[config.mk]
export PLATFORM = sky130hd
export DESIGN_NAME = pedal_command_slew_limiter_core
export DESIGN_NICKNAME = d
export VERILOG_FILES = /design/src/design/pcsl_pkg.sv /design/src/design/pedal_command_slew_limiter_core.sv /design/src/design/pcsl_csr.sv /design/src/design/pcsl_step_ctrl.sv /design/src/design/pcsl_limit.sv
export VERILOG_INCLUDE_DIRS = /design/src /design/src/design
export SDC_FILE = /design/constraint.sdc
export NUM_CORES = 1
export LEC_CHECK = 0
export ABC_AREA = 0
export BUFFER_PORTS_ARGS = -buffer_cell sky130_fd_sc_hd__buf_4
export CAP_MARGIN = 10
export CORE_UTILIZATION = 60
export CTS_CLUSTER_SIZE = 8
export DETAILED_ROUTE_END_ITERATION = 16
export GPL_ROUTABILITY_DRIVEN = 0
export PLACE_DENSITY = 0.78
export SYNTH_ARGS = -nofsm -noshare
export SYNTH_HDL_FRONTEND = slang
export SYNTH_SLANG_ARGS = --single-unit
[constraint.sdc]
create_clock -name clock -period 14.2 [get_ports clock]
set_input_delay 0 -clock clock [delete_from_list [all_inputs] [get_ports clock]]
set_output_delay 0 -clock clock [all_outputs]
set_load 0.01 [all_outputs]
[src/design/pedal_command_slew_limiter_core_defines.svh]
// Assertion macros shared by the slew limiter sources.
`ifndef PEDAL_COMMAND_SLEW_LIMITER_CORE_DEFINES_SVH
`define PEDAL_COMMAND_SLEW_LIMITER_CORE_DEFINES_SVH
`ifndef SYNTHESIS
`define PCSL_ASSERT(label, clk, rst, prop, msg) \
   label: assert property (@(posedge clk) disable iff (rst) prop) \
      else $error(msg);
`define PCSL_ASSERT_NORST(label, clk, prop, msg) \
   label: assert property (@(posedge clk) prop) else $error(msg);
`else
`define PCSL_ASSERT(label, clk, rst, prop, msg)
`define PCSL_ASSERT_NORST(label, clk, prop, msg)
`endif
`endif

[src/design/pcsl_pkg.sv]
package pcsl_pkg;

   localparam int PEDAL_W     = 16;
   localparam int SPEED_W     = 16;
   localparam int SPEED_INT_W = 8;
   localparam int STEP_W      = 13;
   localparam int CMD_OUT_W   = 13;
   localparam int FLOOR_OUT_W = 12;
   localparam int MIN_W       = 15;

   // Command and floor saturation point; the limiter's internal command width follows it.
   localparam int COMMAND_MAX = 4095;

   localparam int CSR_IDX_W  = 3;
   localparam int CSR_DATA_W = 16;

   localparam logic [CSR_IDX_W-1:0] CSR_RATE_STEP      = 3'd0;
   localparam logic [CSR_IDX_W-1:0] CSR_ADAPT_ENABLE   = 3'd1;
   localparam logic [CSR_IDX_W-1:0] CSR_COMMAND_OFFSET = 3'd2;
   localparam logic [CSR_IDX_W-1:0] CSR_FLOOR_GAIN     = 3'd3;
   localparam logic [CSR_IDX_W-1:0] CSR_FLOOR_OFFSET   = 3'd4;
   localparam logic [CSR_IDX_W-1:0] CSR_SLIP_MARGIN    = 3'd5;

   typedef struct packed {
      logic [11:0] rate_step;
      logic        adapt_enable;
      logic [11:0] command_offset;
      logic [15:0] floor_gain;
      logic [11:0] floor_offset;
      logic [7:0]  slip_margin;
   } cfg_type;

   localparam cfg_type CFG_RESET = '{
      rate_step:      12'd50,
      adapt_enable:   1'b0,
      command_offset: 12'd300,
      floor_gain:     16'd13906,
      floor_offset:   12'd300,
      slip_margin:    8'd2
   };

   // Minimum trackers restart here at every window boundary.
   localparam logic [MIN_W-1:0] MIN_RESET = 15'd32000;

endpackage

[src/design/pedal_command_slew_limiter_core.sv]
// Pedal command slew limiter. Each accepted word (pedal value, frame flag, front and
// rear Q8.8 wheel speeds) yields one result word: the slew-limited command, the
// speed floor and the step sign. One word is taken per clock; the result is presented
// from a result register, fed by a single pass behind the input register that also
// updates the limit and window state.
// A stalled result lets the input register take one more word; the input then stalls
// until the result is taken.
// Configuration writes are taken every cycle and belong to idle periods only.
`include "pedal_command_slew_limiter_core_defines.svh"

module pedal_command_slew_limiter_core #(
   parameter int WINDOW_TICKS = 4
) (
   input  logic                                   clock,
   input  logic                                   reset,
   input  logic                                   req_valid,
   output logic                                   req_stall,
   input  logic [pcsl_pkg::PEDAL_W-1:0]           req_pedal_word,
   input  logic                                   req_frame_valid,
   input  logic [pcsl_pkg::SPEED_W-1:0]           req_front_speed,
   input  logic [pcsl_pkg::SPEED_W-1:0]           req_rear_speed,
   output logic                                   rsp_valid,
   input  logic                                   rsp_stall,
   output logic signed [pcsl_pkg::CMD_OUT_W-1:0]  rsp_pedal_command,
   output logic [pcsl_pkg::FLOOR_OUT_W-1:0]       rsp_speed_floor,
   output logic                                   rsp_step_negative,
   input  logic                                   csr_valid,
   output logic                                   csr_ready,
   input  logic [pcsl_pkg::CSR_IDX_W-1:0]         csr_index,
   input  logic [pcsl_pkg::CSR_DATA_W-1:0]        csr_wdata
);
   import pcsl_pkg::*;

   cfg_type cfg;

   logic                 in_valid_ff, in_valid_in;
   logic [PEDAL_W-1:0]   in_pedal_ff, in_pedal_in;
   logic                 in_frame_ff, in_frame_in;
   logic [SPEED_W-1:0]   in_front_ff, in_front_in;
   logic [SPEED_W-1:0]   in_rear_ff, in_rear_in;

   logic                          rsp_valid_ff, rsp_valid_in;
   logic signed [CMD_OUT_W-1:0]   rsp_cmd_ff, rsp_cmd_in;
   logic [FLOOR_OUT_W-1:0]        rsp_floor_ff, rsp_floor_in;
   logic                          rsp_neg_ff, rsp_neg_in;

   logic                          advance;
   logic                          req_take;
   logic signed [STEP_W-1:0]      step;
   logic signed [CMD_OUT_W-1:0]   cmd_next;
   logic [FLOOR_OUT_W-1:0]        floor_next;

   // move the held word into the result register when that register frees up
   assign advance   = in_valid_ff && (!rsp_valid_ff || !rsp_stall);
   assign req_stall = in_valid_ff && !advance;
   assign req_take  = req_valid && !req_stall;

   pcsl_csr u_csr (
      .clock     (clock),
      .reset     (reset),
      .csr_valid (csr_valid),
      .csr_ready (csr_ready),
      .csr_index (csr_index),
      .csr_wdata (csr_wdata),
      .cfg       (cfg)
   );

   pcsl_step_ctrl #(
      .WINDOW_TICKS (WINDOW_TICKS)
   ) u_step_ctrl (
      .clock     (clock),
      .reset     (reset),
      .cfg       (cfg),
      .advance   (advance),
      .front_int (in_front_ff[SPEED_W-1:SPEED_W-SPEED_INT_W]),
      .rear_int  (in_rear_ff[SPEED_W-1:SPEED_W-SPEED_INT_W]),
      .step      (step)
   );

   pcsl_limit u_limit (
      .clock         (clock),
      .reset         (reset),
      .cfg           (cfg),
      .advance       (advance),
      .pedal_word    (in_pedal_ff),
      .frame_valid   (in_frame_ff),
      .front_speed   (in_front_ff),
      .step          (step),
      .pedal_command (cmd_next),
      .speed_floor   (floor_next)
   );

   always_comb begin
      in_valid_in = in_valid_ff;
      in_pedal_in = in_pedal_ff;
      in_frame_in = in_frame_ff;
      in_front_in = in_front_ff;
      in_rear_in  = in_rear_ff;
      if (req_take) begin
         in_valid_in = 1'b1;
         in_pedal_in = req_pedal_word;
         in_frame_in = req_frame_valid;
         in_front_in = req_front_speed;
         in_rear_in  = req_rear_speed;
      end else if (advance) begin
         in_valid_in = 1'b0;
      end
   end

   always_comb begin
      rsp_valid_in = rsp_valid_ff;
      rsp_cmd_in   = rsp_cmd_ff;
      rsp_floor_in = rsp_floor_ff;
      rsp_neg_in   = rsp_neg_ff;
      if (advance) begin
         rsp_valid_in = 1'b1;
         rsp_cmd_in   = cmd_next;
         rsp_floor_in = floor_next;
         rsp_neg_in   = step[STEP_W-1];
      end else if (!rsp_stall) begin
         rsp_valid_in = 1'b0;
      end
   end

   always_ff @(posedge clock) begin
      if (reset) begin
         in_valid_ff  <= 1'b0;
         rsp_valid_ff <= 1'b0;
      end else begin
         in_valid_ff  <= in_valid_in;
         rsp_valid_ff <= rsp_valid_in;
      end
   end

   always_ff @(posedge clock) begin
      in_pedal_ff  <= in_pedal_in;
      in_frame_ff  <= in_frame_in;
      in_front_ff  <= in_front_in;
      in_rear_ff   <= in_rear_in;
      rsp_cmd_ff   <= rsp_cmd_in;
      rsp_floor_ff <= rsp_floor_in;
      rsp_neg_ff   <= rsp_neg_in;
   end

   assign rsp_valid         = rsp_valid_ff;
   assign rsp_pedal_command = rsp_cmd_ff;
   assign rsp_speed_floor   = rsp_floor_ff;
   assign rsp_step_negative = rsp_neg_ff;

   `PCSL_ASSERT_NORST(a_reset_empty, clock, $past(reset) |-> !in_valid_ff && !rsp_valid_ff, "pipeline not empty after reset")
   `PCSL_ASSERT(a_hold_input, clock, reset, in_valid_ff && rsp_valid_ff && rsp_stall |=> in_valid_ff && rsp_valid_ff, "word lost while result stalled")

endmodule

[src/design/pcsl_csr.sv]
module pcsl_csr (
   input  logic                           clock,
   input  logic                           reset,
   input  logic                           csr_valid,
   output logic                           csr_ready,
   input  logic [pcsl_pkg::CSR_IDX_W-1:0] csr_index,
   input  logic [pcsl_pkg::CSR_DATA_W-1:0] csr_wdata,
   output pcsl_pkg::cfg_type              cfg
);
   import pcsl_pkg::*;

   cfg_type cfg_ff;
   cfg_type cfg_in;

   assign csr_ready = 1'b1;
   assign cfg       = cfg_ff;

   always_comb begin
      cfg_in = cfg_ff;
      if (csr_valid && csr_ready) begin
         unique case (csr_index)
            CSR_RATE_STEP:      cfg_in.rate_step      = csr_wdata[11:0];
            CSR_ADAPT_ENABLE:   cfg_in.adapt_enable   = csr_wdata[0];
            CSR_COMMAND_OFFSET: cfg_in.command_offset = csr_wdata[11:0];
            CSR_FLOOR_GAIN:     cfg_in.floor_gain     = csr_wdata[15:0];
            CSR_FLOOR_OFFSET:   cfg_in.floor_offset   = csr_wdata[11:0];
            CSR_SLIP_MARGIN:    cfg_in.slip_margin    = csr_wdata[7:0];
            default:            cfg_in = cfg_ff;   // drop writes beyond the map
         endcase
      end
   end

   always_ff @(posedge clock) begin
      if (reset) begin
         cfg_ff <= CFG_RESET;
      end else begin
         cfg_ff <= cfg_in;
      end
   end

endmodule

[src/design/pcsl_step_ctrl.sv]
`include "pedal_command_slew_limiter_core_defines.svh"

module pcsl_step_ctrl #(
   parameter int WINDOW_TICKS = 4
) (
   input  logic                                clock,
   input  logic                                reset,
   input  pcsl_pkg::cfg_type                   cfg,
   input  logic                                advance,
   input  logic [pcsl_pkg::SPEED_INT_W-1:0]    front_int,
   input  logic [pcsl_pkg::SPEED_INT_W-1:0]    rear_int,
   output logic signed [pcsl_pkg::STEP_W-1:0]  step
);
   import pcsl_pkg::*;

   localparam int                CNT_W    = $clog2(WINDOW_TICKS);
   localparam logic [CNT_W-1:0]  WIN_LAST = CNT_W'(WINDOW_TICKS - 1);

   logic signed [STEP_W-1:0] step_ff, step_in;
   logic [CNT_W-1:0]         win_cnt_ff, win_cnt_in;
   logic [MIN_W-1:0]         min_front_ff, min_front_in;
   logic [MIN_W-1:0]         min_rear_ff, min_rear_in;

   logic [MIN_W-1:0]         front_low, rear_low;
   logic signed [MIN_W:0]    min_diff;
   logic                     slip;
   logic                     win_last;
   logic signed [STEP_W-1:0] step_pos;

   assign step_pos  = signed'({1'b0, cfg.rate_step});
   assign front_low = ({{(MIN_W-SPEED_INT_W){1'b0}}, front_int} < min_front_ff)
                      ? {{(MIN_W-SPEED_INT_W){1'b0}}, front_int} : min_front_ff;
   assign rear_low  = ({{(MIN_W-SPEED_INT_W){1'b0}}, rear_int} < min_rear_ff)
                      ? {{(MIN_W-SPEED_INT_W){1'b0}}, rear_int} : min_rear_ff;
   assign min_diff  = signed'({1'b0, rear_low}) - signed'({1'b0, front_low});
   assign slip      = min_diff > signed'((MIN_W+1)'(cfg.slip_margin));
   assign win_last  = win_cnt_ff >= WIN_LAST;

   always_comb begin
      step_in      = step_ff;
      win_cnt_in   = win_cnt_ff;
      min_front_in = min_front_ff;
      min_rear_in  = min_rear_ff;
      if (!cfg.adapt_enable) begin
         step_in = step_pos;
      end else if (win_last) begin
         // decide the step sign from the window just closed, then restart it
         step_in      = slip ? -step_pos : step_pos;
         win_cnt_in   = '0;
         min_front_in = MIN_RESET;
         min_rear_in  = MIN_RESET;
      end else begin
         win_cnt_in   = win_cnt_ff + CNT_W'(1);
         min_front_in = front_low;
         min_rear_in  = rear_low;
      end
   end

   assign step = step_in;

   always_ff @(posedge clock) begin
      if (reset) begin
         step_ff      <= signed'({1'b0, CFG_RESET.rate_step});
         win_cnt_ff   <= '0;
         min_front_ff <= MIN_RESET;
         min_rear_ff  <= MIN_RESET;
      end else if (advance) begin
         step_ff      <= step_in;
         win_cnt_ff   <= win_cnt_in;
         min_front_ff <= min_front_in;
         min_rear_ff  <= min_rear_in;
      end
   end

   `PCSL_ASSERT(a_win_cnt_range, clock, reset, win_cnt_ff <= WIN_LAST, "window count past last tick")
   `PCSL_ASSERT(a_win_restart, clock, reset, advance && cfg.adapt_enable && win_last |=> win_cnt_ff == '0 && min_front_ff == MIN_RESET && min_rear_ff == MIN_RESET, "window did not restart")

endmodule

[src/design/pcsl_limit.sv]
`include "pedal_command_slew_limiter_core_defines.svh"

module pcsl_limit (
   input  logic                                   clock,
   input  logic                                   reset,
   input  pcsl_pkg::cfg_type                      cfg,
   input  logic                                   advance,
   input  logic [pcsl_pkg::PEDAL_W-1:0]           pedal_word,
   input  logic                                   frame_valid,
   input  logic [pcsl_pkg::SPEED_W-1:0]           front_speed,
   input  logic signed [pcsl_pkg::STEP_W-1:0]     step,
   output logic signed [pcsl_pkg::CMD_OUT_W-1:0]  pedal_command,
   output logic [pcsl_pkg::FLOOR_OUT_W-1:0]       speed_floor
);
   import pcsl_pkg::*;

   localparam int CW    = $clog2(COMMAND_MAX + 1);
   localparam int SUM_W = PEDAL_W + 1;
   localparam int PRD_W = 2 * SPEED_W;
   localparam int LW    = ((CW > STEP_W - 1) ? CW : STEP_W - 1) + 2;

   localparam logic [SUM_W-1:0] CMD_MAX_S = SUM_W'(COMMAND_MAX);
   localparam logic [CW-1:0]    CMD_MAX_C = CW'(COMMAND_MAX);

   logic [CW-1:0]          prev_limit_ff, prev_limit_in;

   logic [PEDAL_W-1:0]     pedal_sel;
   logic [SUM_W-1:0]       cmd_sum;
   logic [CW-1:0]          cmd_sat;
   logic [PRD_W-1:0]       floor_prod;
   logic [SUM_W-1:0]       floor_sum;
   logic [CW-1:0]          floor_v;
   logic signed [LW-1:0]   limit;
   logic signed [LW-1:0]   cmd_ext, floor_ext, cmd_lim;

   assign pedal_sel  = frame_valid ? pedal_word : '0;
   assign cmd_sum    = {1'b0, pedal_sel} + SUM_W'(cfg.command_offset);
   assign cmd_sat    = (cmd_sum > CMD_MAX_S) ? CMD_MAX_C : cmd_sum[CW-1:0];

   // Q8.8 gain times Q8.8 speed, keep the integer part
   assign floor_prod = PRD_W'(cfg.floor_gain) * PRD_W'(front_speed);
   assign floor_sum  = {1'b0, floor_prod[PRD_W-1:SPEED_W]} + SUM_W'(cfg.floor_offset);
   assign floor_v    = (floor_sum > CMD_MAX_S) ? CMD_MAX_C : floor_sum[CW-1:0];

   assign limit      = signed'(LW'(prev_limit_ff)) + LW'(step);
   assign cmd_ext    = signed'(LW'(cmd_sat));
   assign floor_ext  = signed'(LW'(floor_v));
   assign cmd_lim    = (cmd_ext >= limit) ? limit : cmd_ext;

   assign prev_limit_in = (cmd_lim < floor_ext) ? floor_v : cmd_lim[CW-1:0];

   assign pedal_command = cmd_lim[CMD_OUT_W-1:0];
   assign speed_floor   = floor_ext[FLOOR_OUT_W-1:0];

   always_ff @(posedge clock) begin
      if (reset) begin
         prev_limit_ff <= '0;
      end else if (advance) begin
         prev_limit_ff <= prev_limit_in;
      end
   end

   `PCSL_ASSERT(a_limit_above_floor, clock, reset, advance |=> prev_limit_ff >= $past(floor_v), "limit dropped below floor")
   `PCSL_ASSERT(a_limit_in_range, clock, reset, prev_limit_ff <= CMD_MAX_C, "limit above command maximum")

endmodule
; ---- Word-level counts from Yosys, hierarchy flattened
; Cells that the tools add are included.
[classes]
addsub = 6
mul = 1
div = 0
magnitude_cmp = 8
n_eq_ne = 6
n_shift = 0
muxes = 17
bitwise_logic = 0
reduce_logical = 17
[op_table]
columns = cell, n
row1 = 15-bit 2-to-1 mux, 4
row2 = 13-bit 2-to-1 mux, 3
row3 = 12-bit 2-to-1 mux, 3
row4 = 16-bit by 12-bit adder with 17-bit output, 2
row5 = "17-bit by 12-bit greater-than comparator with 1-bit output, second input constant", 2
row6 = 16-bit by 16-bit multiplier with 32-bit output, 1
row7 = 8-bit by 15-bit less-than comparator with 1-bit output, 2
row8 = 16-bit by 9-bit greater-than comparator with 1-bit output, 1
row9 = 16-bit 2-to-1 mux, 1
row10 = 15-bit by 15-bit subtractor with 16-bit output, 1
row11 = 13-bit by 13-bit adder with 14-bit output, 1
row12 = 13-bit by 14-bit >= comparator with 1-bit output, 1
row13 = 14-bit by 13-bit less-than comparator with 1-bit output, 1
row14 = 14-bit 2-to-1 mux, 1
row15 = 2-bit AND reduction, 7
row16 = 12-bit negation with 13-bit output, 1
row17 = "3-bit by 2-bit equality test with 1-bit output, second input constant", 2
row18 = "3-bit equality test, second input constant", 2
row19 = 1-bit logical NOT, 4
row20 = 1-bit 2-to-1 mux, 4
row21 = "3-bit by 1-bit equality test with 1-bit output, second input constant", 1
row22 = 1-bit logical AND, 3
row23 = 3-bit logical NOT, 1
row24 = "2-bit by 1-bit adder with 2-bit output, second input constant", 1
row25 = other kinds (5), 5
[word_totals]
reg_bits = 195
latchBits = 0
ram_bits = 0
rom_bits = 0
mem_count = 0

; ---- Depth between registers and ports, before layout
; Gate-level depths: netlist of the first run.
[depth]
word_depth = 12
depth_mapped = 60
depth_no_buf = 59

; ---- Cells and area by module
; A second synthesis of the first run with hierarchy kept.
[hier_totals]
cells_unflattened = 2207
hier_area_um2 = 19999.2
[by_module_without_submodules]
columns = mod, instances, cells_each, area_per_inst_um2, seq_area_each_um2
row1 = pcsl_limit, 1, 1373, 11436.0, 240.2
row2 = pcsl_step_ctrl, 1, 523, 4003.8, 900.9
row3 = pcsl_csr, 1, 234, 2461.1, 1221.2
row4 = pedal_command_slew_limiter_core, 1, 77, 2098.3, 2052.0

; ---- Worst setup path after synthesis of the first run
; OpenSTA, ideal clock, no wires.
[synth_timing]
kind = reg2reg
from = register in_front_ff[8]
to = register u_limit.prev_limit_ff[9]
arrival_time_ns = 10.466
required_time_ns = 14.083
path_slack_ns = 3.616
stages_incl_launch_ff = 58
path_cell_list = edfxtp_1 -> clkbuf_1 -> nand2b_1 -> a21o_1 -> a21o_1 -> a21o_1 -> a21o_1 -> a21o_1 -> a21o_1 -> a21oi_1 -> nor2_1 -> mux2_2 -> ha_1 -> inv_1 -> fa_1 -> a211oi_2 -> o21bai_1 -> a211oi_1 -> [... 22 more ...] -> o31a_1 -> o21ai_0 -> a221oi_2 -> nor2_1 -> buf_2 -> mux2i_1 -> ha_1 -> a21o_1 -> a21o_1 -> a21oi_1 -> nand2_1 -> nand2_1 -> nand2b_1 -> a21oi_1 -> nor4_1 -> and3_1 -> or4_1 -> a32o_1
[synth_via]
elab_chain_len = 12
word_cells_on_any_way = 16
[synth_rtl]
columns = item, line_no
row1 = from (decl), pedal_command_slew_limiter_core.sv:39  ; logic [SPEED_W-1:0] in_front_ff, in_front_in;
row2 = from (signal assigned), pedal_command_slew_limiter_core.sv:138  ; in_front_ff <= in_front_in;
row3 = 8-bit by 15-bit less-than comparator with 1-bit output, pcsl_step_ctrl.sv:31  ; assign front_low = ({{(MIN_W-SPEED_INT_W){1'b0}}, front_int} < min_front_ff)
row4 = 15-bit 2-to-1 mux (*), pcsl_step_ctrl.sv:32  ; ? {{(MIN_W-SPEED_INT_W){1'b0}}, front_int} : min_front_ff;
row5 = 15-bit by 15-bit subtractor with 16-bit output (*), pcsl_step_ctrl.sv:35  ; assign min_diff = signed'({1'b0, rear_low}) - signed'({1'b0, front_low});
row6 = 16-bit by 9-bit greater-than comparator with 1-bit output (*), pcsl_step_ctrl.sv:36  ; assign slip = min_diff > signed'((MIN_W+1)'(cfg.slip_margin));
row7 = 13-bit 2-to-1 mux (*), pcsl_step_ctrl.sv:48  ; step_in = slip ? -step_pos : step_pos;
row8 = 13-bit 2-to-1 mux (*), pcsl_step_ctrl.sv:46  ; end else if (win_last) begin
row9 = 13-bit 2-to-1 mux (*), pcsl_step_ctrl.sv:44  ; if (!cfg.adapt_enable) begin
row10 = named net step[1], pedal_command_slew_limiter_core.sv:49  ; logic signed [STEP_W-1:0] step;
row11 = 13-bit by 13-bit adder with 14-bit output (*), pcsl_limit.sv:45  ; assign limit = signed'(LW'(prev_limit_ff)) + LW'(step);
row12 = 13-bit by 14-bit >= comparator with 1-bit output, pcsl_limit.sv:48  ; assign cmd_lim = (cmd_ext >= limit) ? limit : cmd_ext;
row13 = 14-bit 2-to-1 mux (*), pcsl_limit.sv:48
row14 = named net cmd_next[7], pedal_command_slew_limiter_core.sv:50  ; logic signed [CMD_OUT_W-1:0] cmd_next;
row15 = 14-bit by 13-bit less-than comparator with 1-bit output (*), pcsl_limit.sv:50  ; assign prev_limit_in = (cmd_lim < floor_ext) ? floor_v : cmd_lim[CW-1:0];
row16 = 12-bit 2-to-1 mux (*), pcsl_limit.sv:50
row17 = to (signal assigned), pcsl_limit.sv:59  ; prev_limit_ff <= prev_limit_in;
row18 = to (decl), pcsl_limit.sv:25  ; logic [CW-1:0] prev_limit_ff, prev_limit_in;
; The timed path passes the listed nets; every way through them passes the cells marked *.
; A chain may end at the register's enable or synchronous reset.

; ---- Final worst setup path of the first run
[layout_timing]
from = register in_front_ff[9]
to = register u_limit.prev_limit_ff[0]
; The elaborated chain is that of the path after synthesis.

==> results.txt, run 1 <==
----------------------------------------------------
[Global routing]
  Wire length of the first global-routing pass ... 76200 um
  Antenna violations before repair ... 0
  Largest net degree at the start of global routing ... 90
  Number of global-route vias before repair ... 15700
  All-layer global routing usage ... 30.4%
  Overall overflow remaining after global route ... 0

[Route]
  Detailed-route wire length per cell ... 17.5 um
  Total via count after detailed routing ... 15500
  Post-detailed-routing wire length ... 46600 um
  Routed length on met3 ... 3350 um
  Highest layer used for signal routing ... met4
  Via density per instance ... 5.84
  Met2 wirelength from detailed routing ... 22100 um
  Number of search-and-repair iterations in the first detailed-routing pass ... 11
  Length of routed wiring on met1 ... 19600 um
  Initial DRC Count ... 1159
  DRC viols ... 0
  Number of nets with antenna violations after detailed routing ... 0

[Timing]
  Max Slew Vio Count ... 0
  Actual transition at the worst max-transition pin ... 1.18 ns
  Number of setup violations in the final report ... 0
  Final Hold Vio Count ... 0
  Worst-case clock skew ... 0.0181 ns
  Part of the cycle the worst path needs ... 90.1%
  Fmax achieved ... 0.0782 GHz
  Normalized max-slew margin ... 20.6%
  Final min period ... 12.79 ns
  Setup repair after global routing missed its margin ... no
  Aggregate negative setup slack ... 0 ns

[Power]
  Clock share of power ... 10.0%
  Cell area power density ... 230 nW/um2
  Largest vdd supply drop ... 0.251 mV
  Internal power contribution ... 2.39 mW
  Switching fraction of total power ... 50.9%
  Switching power of the nets ... 2.48 mW
  Total leakage power ... 9.74 nW
  Flop pwr share ... 14.4%
  Power share of the combinational group ... 75.6%

[CTS]
  Sink count of the clock tree ... 187
  Root buf cell ... sky130_fd_sc_hd__clkbuf_16
  Clock tree from TritonCTS ... done
  Post_cts resized ... 0
  H-tree Lvls ... 4
  Setup Fix Bufs, Post-CTS ... 0
  Number of buffers added by the clock tree synthesis step ... 17
  CTS clk-pin slew, worst paths ... 0.08 ns
  Buffer levels on the longest clock path ... 2
  Clock latency of the later-clocked register in the worst-skew pair ... 0.46 ns
  Hold bufs inserted after CTS ... 61

[Placed design]
  Placement Cell Area ... 19900 um2
  IO buf count ... 92
  Placed Instances ... 2564
  Post-detail-place hpwl ... 34800 um

[Final layout]
  Commonest non-fill, non-tap cells in the layout ... 402 x sky130_fd_sc_hd__nand2_1, 274 x sky130_fd_sc_hd__inv_1, 198 x sky130_fd_sc_hd__ha_1, 197 x sky130_fd_sc_hd__fa_1, 125 x sky130_fd_sc_hd__a21oi_1
  Relative area change from synthesis to final layout ... 11.9%
  Fill cell count ... 2367
  Nets@finish ... 2717
  Final instance area ... 21100 um2
  Most frequent standard cell in the layout excluding fill and tap cells ... sky130_fd_sc_hd__nand2_1
  Post-route non-filler standard cell count ... 2658
  Layout cell share with drive strength beyond 1 ... 7.91%
  # diodes ... 0

[Logic synthesis]
  Async set-or-reset flop fraction in the synthesized netlist ... 0%
  Mux cell area share after synthesis ... 1.51%
  Number of enable-type register cells in the synthesized netlist ... 67
  Post-synthesis cell area ... 18900 um2
  Main combinational cell family by area after synthesis ... adder cells
  Netlist cell types ... 78
  Post-synthesis share of cell area spent on and, or, nand and nor gates ... 18.1%
  Adder-Cell Fraction of Synth Area ... 34.0%
  Average footprint of a synthesized cell ... 8.84 um2
  Sequential-to-total area share from yosys stat ... 23.4%
  Xor/xnor cell area share of the yosys netlist ... 2.23%
  Flip-flop and latch count after synthesis ... 187
  Primary flip-flop cell chosen by synthesis mapping ... sky130_fd_sc_hd__dfxtp_1
  Complex-gate fraction of the synthesized area ... 13.4%
  Gate count after technology mapping ... 2136
  Synthesis warning total ... 0

[Critical path]
  Depth of the worst register-to-register path ... 56
  Arrival time at the worst endpoint ... 13.13 ns
  Maximum fanout along the worst path ... 18
  Number of cells on the critical path ... 56
  CP Data Required Time ... 14.54 ns
  Slowest Stage Delay on Critical Path ... 0.72 ns
  Register-to-register path setup slack ... 1.41 ns
  Destination of the worst register-to-register timing path ... u_limit.prev_limit_ff[0]
  Critical path destination ... u_limit.prev_limit_ff[0]
  Critical register-to-register path startpoint ... in_front_ff[9]
  Cell family with the largest share of critical-path delay ... compound AO/OA/AOI/OAI gates
  Worst setup EP type ... register
  Start-to-end type of the worst setup path ... reg -> reg
  Most repeated library cell on the critical path ... sky130_fd_sc_hd__a21oi_1
  Highest-delay cell along the critical path ... sky130_fd_sc_hd__nor2_1
  Worst setup path startpoint ... in_front_ff[9]
  Sum of buffers and inverters on the critical path ... 4
  Kind of start point of the critical path ... register

[Die]
  I/O pin cnt ... 102
  Floorplan die height ... 179 um
  Die Footprint ... 32200 um2
  Initial core utilization ... 61.4%
  Floorplan die width ... 179 um
  CORE AREA ... 30700 um2
  Core Rows ... 64

[Run]
  Number of maximum-capacitance constraint violations ... 0

[Min path]
  Hold Path Class ... in -> reg
  Hold depth ... 5

[Outcome]
  Status ... complete, no violations

----------------------------------------------------
==> metal layers <==
metal | track usage, % | up-vias
li1 | - | 7306
met1 | 39.6 | 7560
met2 | 50.9 | 574
met3 | 4.64 | 87
met4 | 11.7 | 0
met5 | 0 | -
==> stage by stage <==
stage                     utilization, %  worst slack, ns  total power, mW  hold slack (ns)
final                               68.7             1.41             4.86           0.0124
after global routing                68.7            0.633             5.29           0.0828
after detailed placement            64.8             1.71             4.26            0.179
after floorplan                        -             3.62             3.35           0.0989
after global placement              64.8             2.08             4.16            0.178
after CTS                           68.7             1.56             4.83           0.0199
==> synth_stat cells (11+ instances only) <==
master / number / area, um2
sky130_fd_sc_hd__xnor2_1: 28 / 245
sky130_fd_sc_hd__o211ai_1: 14 / 105
sky130_fd_sc_hd__dfxtp_1: 120 / 2400
sky130_fd_sc_hd__xor2_1: 20 / 175
sky130_fd_sc_hd__nor4_1: 12 / 75.1
sky130_fd_sc_hd__a211oi_1: 11 / 82.6
sky130_fd_sc_hd__o21ai_0: 49 / 245
sky130_fd_sc_hd__nand2b_1: 14 / 87.6
sky130_fd_sc_hd__nor3_1: 21 / 105
sky130_fd_sc_hd__o22ai_1: 12 / 75.1
sky130_fd_sc_hd__nor2b_1: 15 / 93.8
sky130_fd_sc_hd__inv_1: 274 / 1030
sky130_fd_sc_hd__mux2_2: 12 / 135
sky130_fd_sc_hd__nor2_1: 72 / 270
sky130_fd_sc_hd__and2_1: 104 / 651
sky130_fd_sc_hd__a21oi_1: 125 / 626
sky130_fd_sc_hd__mux2i_1: 15 / 150
sky130_fd_sc_hd__or3_1: 12 / 75.1
sky130_fd_sc_hd__clkbuf_1: 88 / 330
sky130_fd_sc_hd__fa_1: 197 / 3940
sky130_fd_sc_hd__nand3b_1: 26 / 195
sky130_fd_sc_hd__nand2_1: 402 / 1510
sky130_fd_sc_hd__a21o_1: 45 / 338
sky130_fd_sc_hd__ha_1: 198 / 2480
sky130_fd_sc_hd__nand3_1: 15 / 75.1
sky130_fd_sc_hd__o21a_1: 15 / 113
sky130_fd_sc_hd__edfxtp_1: 67 / 2010
==> power groups by stage <==
stage	Sequential (mW)	Combinational (mW)	Clock (mW)
2_1_floorplan	0.702	2.65	0
3_3_place_gp	0.712	3.44	0
3_5_place_dp	0.713	3.55	0
4_1_cts	0.701	3.64	0.488
5_1_grt	0.707	4.07	0.510
6_report	0.703	3.68	0.485
==> cells by family (layout without fill, tap and decap cells) <==
logic type      count (synthesis)  in the layout
flops                         187            187
buf+inv                       367            480
xor+xnor                       48             48
mux                            27             27
compound gates                377            377
other cells                     2             15
fa+ha+maj                     395            395
simple gates                  733            733
==> state kept, by name (all words and copies together) (netlist names) <==
name / flops
u_step_ctrl.win_cnt_ff: 2
in_frame_ff: 1
u_step_ctrl.min_rear_ff: 15
rsp_step_negative: 1
in_pedal_ff: 16
rsp_valid: 1
rsp_pedal_command: 13
in_rear_ff: 8
in_front_ff: 16
u_step_ctrl.min_front_ff: 15
u_step_ctrl.step_ff: 13
in_valid_ff: 1
rsp_speed_floor: 12
u_limit.prev_limit_ff: 12
u_csr.cfg: 61
==> worst min path at each step <==
| stage | endpoint | from | slack (ns) |
|---|---|---|---|
| 3_3_place_gp | in_pedal_ff[8] | req_pedal_word[8] | 0.18 |
| 2_1_floorplan | in_frame_ff | req_frame_valid | 0.1 |
| 6_report | u_csr.cfg[39] | csr_index[1] | 0.01 |
| 4_1_cts | u_csr.cfg[48] | csr_index[1] | 0.02 |
| 3_5_place_dp | in_front_ff[7] | req_front_speed[7] | 0.18 |
| 5_1_grt | u_csr.cfg[39] | csr_valid | 0.08 |
==> worst register-to-register path, delay by kind of cell, from the launching register on <==
kind	cells	cell delay, ns
buffers and inverters	4	0.60
multiplexers	2	0.73
adder cells (fa/ha/maj)	7	2.47
XOR/XNOR	1	0.12
AO/OA/AOI/OAI	30	5.21
flip-flops	1	0.71
AND/OR/NAND/NOR	12	2.84
==> layout make-up <==
type	count	area [um2]	area share, %
multi-input combinational	1595	13100	62.2
sequential	187	4410	20.9
inverter	274	1030	4.87
timing repair buffer	174	1460	6.90
tap	396	495	2.34
clock buffer	17	425	2.01
clock inverter	15	171	0.811
No activity file was read; power rests on OpenSTA's default activity.
==> run 2: changes to the inputs <==
--- a/config.mk
+++ b/config.mk
@@ -6,7 +6,7 @@
 export SDC_FILE = /design/constraint.sdc
 export NUM_CORES = 1
 export LEC_CHECK = 0
-export ABC_AREA = 0
+export ABC_AREA = 1
 export BUFFER_PORTS_ARGS = -buffer_cell sky130_fd_sc_hd__buf_4
 export CAP_MARGIN = 10
 export CORE_UTILIZATION = 60
==> results.txt, run 2 <==
----------------------------------------------------
[Route]
  DRC viols ... 0
  Via density per instance ... 5.44
  Number of search-and-repair iterations in the first detailed-routing pass ... 6
  Post-detailed-routing wire length ... 49700 um
  Number of nets with antenna violations after detailed routing ... 0
  Initial DRC Count ... 1366
  Detailed-route wire length per cell ... 15.7 um
  Total via count after detailed routing ... 17200

[Logic synthesis]
  Netlist cell types ... 49
  Average footprint of a synthesized cell ... 7.59 um2
  Post-synthesis cell area ... 19800 um2
  Sequential-to-total area share from yosys stat ... 22.3%
  Top area cells in the synthesized netlist ... sky130_fd_sc_hd__fa_1 20%, sky130_fd_sc_hd__ha_1 12%, sky130_fd_sc_hd__dfxtp_1 12%
  Top-count cell post-synth ... sky130_fd_sc_hd__nand2_1
  Flip-flop and latch count after synthesis ... 187
  Gate count after technology mapping ... 2611
  Most numerous cell types in the synthesized netlist ... 606 x sky130_fd_sc_hd__nand2_1, 543 x sky130_fd_sc_hd__inv_1, 198 x sky130_fd_sc_hd__ha_1, 197 x sky130_fd_sc_hd__fa_1, 179 x sky130_fd_sc_hd__nor2_1
  Area share of the largest cell type after synthesis ... 19.9%
  Async set-or-reset flop fraction in the synthesized netlist ... 0%
  Synthesis warning total ... 0
  Cell accounting for the most synthesized area ... sky130_fd_sc_hd__fa_1
  Primary flip-flop cell chosen by synthesis mapping ... sky130_fd_sc_hd__dfxtp_1
  Number of enable-type register cells in the synthesized netlist ... 67

[CTS]
  Clock tree from TritonCTS ... done
  Clock latency of the later-clocked register in the worst-skew pair ... 0.45 ns
  H-tree Lvls ... 4
  CTS clk-pin slew, worst paths ... 0.08 ns
  Root buf cell ... sky130_fd_sc_hd__clkbuf_16
  Post_cts resized ... 0
  Sink count of the clock tree ... 187
  Buffer levels on the longest clock path ... 2
  Number of buffers added by the clock tree synthesis step ... 17

[Run]
  Number of maximum-capacitance constraint violations ... 0

[Timing]
  Aggregate negative setup slack ... 0 ns
  Final Hold Vio Count ... 0
  Actual transition at the worst max-transition pin ... 1.11 ns
  Fmax achieved ... 0.0986 GHz
  Final min period ... 10.14 ns
  Max Slew Vio Count ... 0
  Worst-case clock skew ... 0.0174 ns
  Setup repair after global routing missed its margin ... no
  Normalized max-slew margin ... 25.3%
  Part of the cycle the worst path needs ... 71.4%
  Number of setup violations in the final report ... 0

[Critical path]
  Critical register-to-register path startpoint ... in_front_ff[10]
  Worst setup path startpoint ... in_front_ff[10]
  Arrival time at the worst endpoint ... 10.46 ns
  Highest-delay cell along the critical path ... sky130_fd_sc_hd__edfxtp_1
  Depth of the worst register-to-register path ... 66
  Critical path destination ... u_limit.prev_limit_ff[0]
  Register-to-register path setup slack ... 4.06 ns
  CP Data Required Time ... 14.52 ns
  Start-to-end type of the worst setup path ... reg -> reg
  Worst setup EP type ... register
  Destination of the worst register-to-register timing path ... u_limit.prev_limit_ff[0]
  Kind of start point of the critical path ... register
  Slowest Stage Delay on Critical Path ... 0.89 ns
  Most repeated library cell on the critical path ... sky130_fd_sc_hd__nand2_1
  Maximum fanout along the worst path ... 18

[Placed design]
  IO buf count ... 92
  Post-detail-place hpwl ... 37400 um

[Final layout]
  Flip-flop count of the largest register, all copies and words added ... 61
  Commonest non-fill, non-tap cells in the layout ... 606 x sky130_fd_sc_hd__nand2_1, 542 x sky130_fd_sc_hd__inv_1, 198 x sky130_fd_sc_hd__ha_1, 197 x sky130_fd_sc_hd__fa_1, 178 x sky130_fd_sc_hd__nor2_1
  Layout cell share with drive strength beyond 1 ... 7.79%
  Fill cell count ... 2650
  Nets@finish ... 3178
  Most frequent standard cell in the layout excluding fill and tap cells ... sky130_fd_sc_hd__nand2_1
  Relative area change from synthesis to final layout ... 11.1%

[Die]
  Core Rows ... 66
  Floorplan die height ... 184 um
  I/O pin cnt ... 102
  CORE AREA ... 32500 um2
  Initial core utilization ... 60.9%
  Die Footprint ... 33800 um2
  Floorplan die width ... 184 um

[Outcome]
  Status ... complete, no violations

[Global routing]
  All-layer global routing usage ... 30.6%
  Wire length of the first global-routing pass ... 82100 um
  Largest net degree at the start of global routing ... 70
  Number of global-route vias before repair ... 17100
  Antenna violations before repair ... 1
  Overall overflow remaining after global route ... 0

[Min path]
  Hold Path Class ... in -> reg

----------------------------------------------------
==> run 2: cell count changes after synthesis, moves of 18 or more <==
| cell | delta |
|---|---|
| sky130_fd_sc_hd__a21o_1 | -42 |
| sky130_fd_sc_hd__inv_1 | +269 |
| sky130_fd_sc_hd__nand3_1 | +76 |
| sky130_fd_sc_hd__o21ai_0 | +69 |
| sky130_fd_sc_hd__a21oi_1 | +18 |
| sky130_fd_sc_hd__nand2_1 | +204 |
| sky130_fd_sc_hd__xor2_1 | +26 |
| sky130_fd_sc_hd__nand2_2 | +19 |
| sky130_fd_sc_hd__nor2_1 | +107 |
| sky130_fd_sc_hd__and2_1 | -102 |
| sky130_fd_sc_hd__nand3b_1 | -24 |
==> run 2: per-layer routing <==
layer,routed length [um],global-route usage (%)
met5,0,0
met3,3520,4.38
met4,1800,11.7
met1,20500,39.8
met2,23800,51.7
==> run 2: how the worst min path moves through the flow <==
| stage | cells past startpoint | startpoint | to | slack [ns] |
|---|---|---|---|---|
| global placement | 1 | req_front_speed[0] | in_front_ff[0] | 0.18 |
| global route | 2 | reset | u_step_ctrl.min_front_ff[3] | 0.03 |
| CTS | 2 | reset | u_limit.prev_limit_ff[2] | 0.009 |
| detailed placement | 1 | req_front_speed[6] | in_front_ff[6] | 0.18 |
| finish | 2 | reset | u_step_ctrl.min_front_ff[4] | 0.02 |
| floorplan | 0 | req_frame_valid | in_frame_ff | 0.1 |
==> run 2: logic make-up (layout without fill, tap and decap cells) <==
kind of cell / after synthesis / after routing / synth area share [%]
adder cells (fa/ha/maj): 395 / 395 / 32.4
AND/OR/NAND/NOR: 968 / 968 / 20.5
other: 2 / 16 / 0.0379
buffers and inverters: 659 / 758 / 12.6
XOR/XNOR: 62 / 62 / 2.74
flip-flops: 187 / 187 / 22.3
AO/OA/AOI/OAI: 338 / 338 / 9.43
==> run 2: timing repair <==
item                      CTS  global route
hold buffers               65             0
setup buffers               0             0
hold endpoints to repair  104             0
==> run 2: cell type report <==
class | count | area, um2 | share of cell area [%]
antenna | 1 | 2.50 | 0.0114
clock buffer | 18 | 439 | 1.99
clock inverter | 14 | 129 | 0.585
inverter | 555 | 2080 | 9.45
multi-input combinational | 1778 | 13000 | 58.8
sequential | 187 | 4410 | 20.0
tap | 442 | 553 | 2.51
timing repair buffer | 171 | 1450 | 6.56
==> run 2: through the flow <==
step           cells  worst slack (ns)  utilization [%]  area (um2)  hold slack, ns
2_1_floorplan   2624              5.77                -       19900          0.0989
3_3_place_gp    3068              4.60             64.0       20800           0.178
3_5_place_dp    3068              4.26             64.0       20800           0.179
4_1_cts         3165              4.16             67.7       22000         0.00947
5_1_grt         3166              2.99             67.7       22000          0.0283
6_report        3166              4.06             67.7       22000          0.0242
==> run 2: critical path: cells and delay by family, from the launching register on <==
family / cells / cell delay, ns
AOI/OAI and AO/OA: 17 / 2.67
buffers and inverters: 4 / 0.53
DFF: 1 / 0.89
xor gates and xnor gates: 3 / 0.55
adders and majority gates: 6 / 2.05
and+or+nand+nor: 36 / 3.35
Power of run 2 is not shown: default switching activity piles up to over one toggle a cycle in this logic, so the estimate is an artifact.
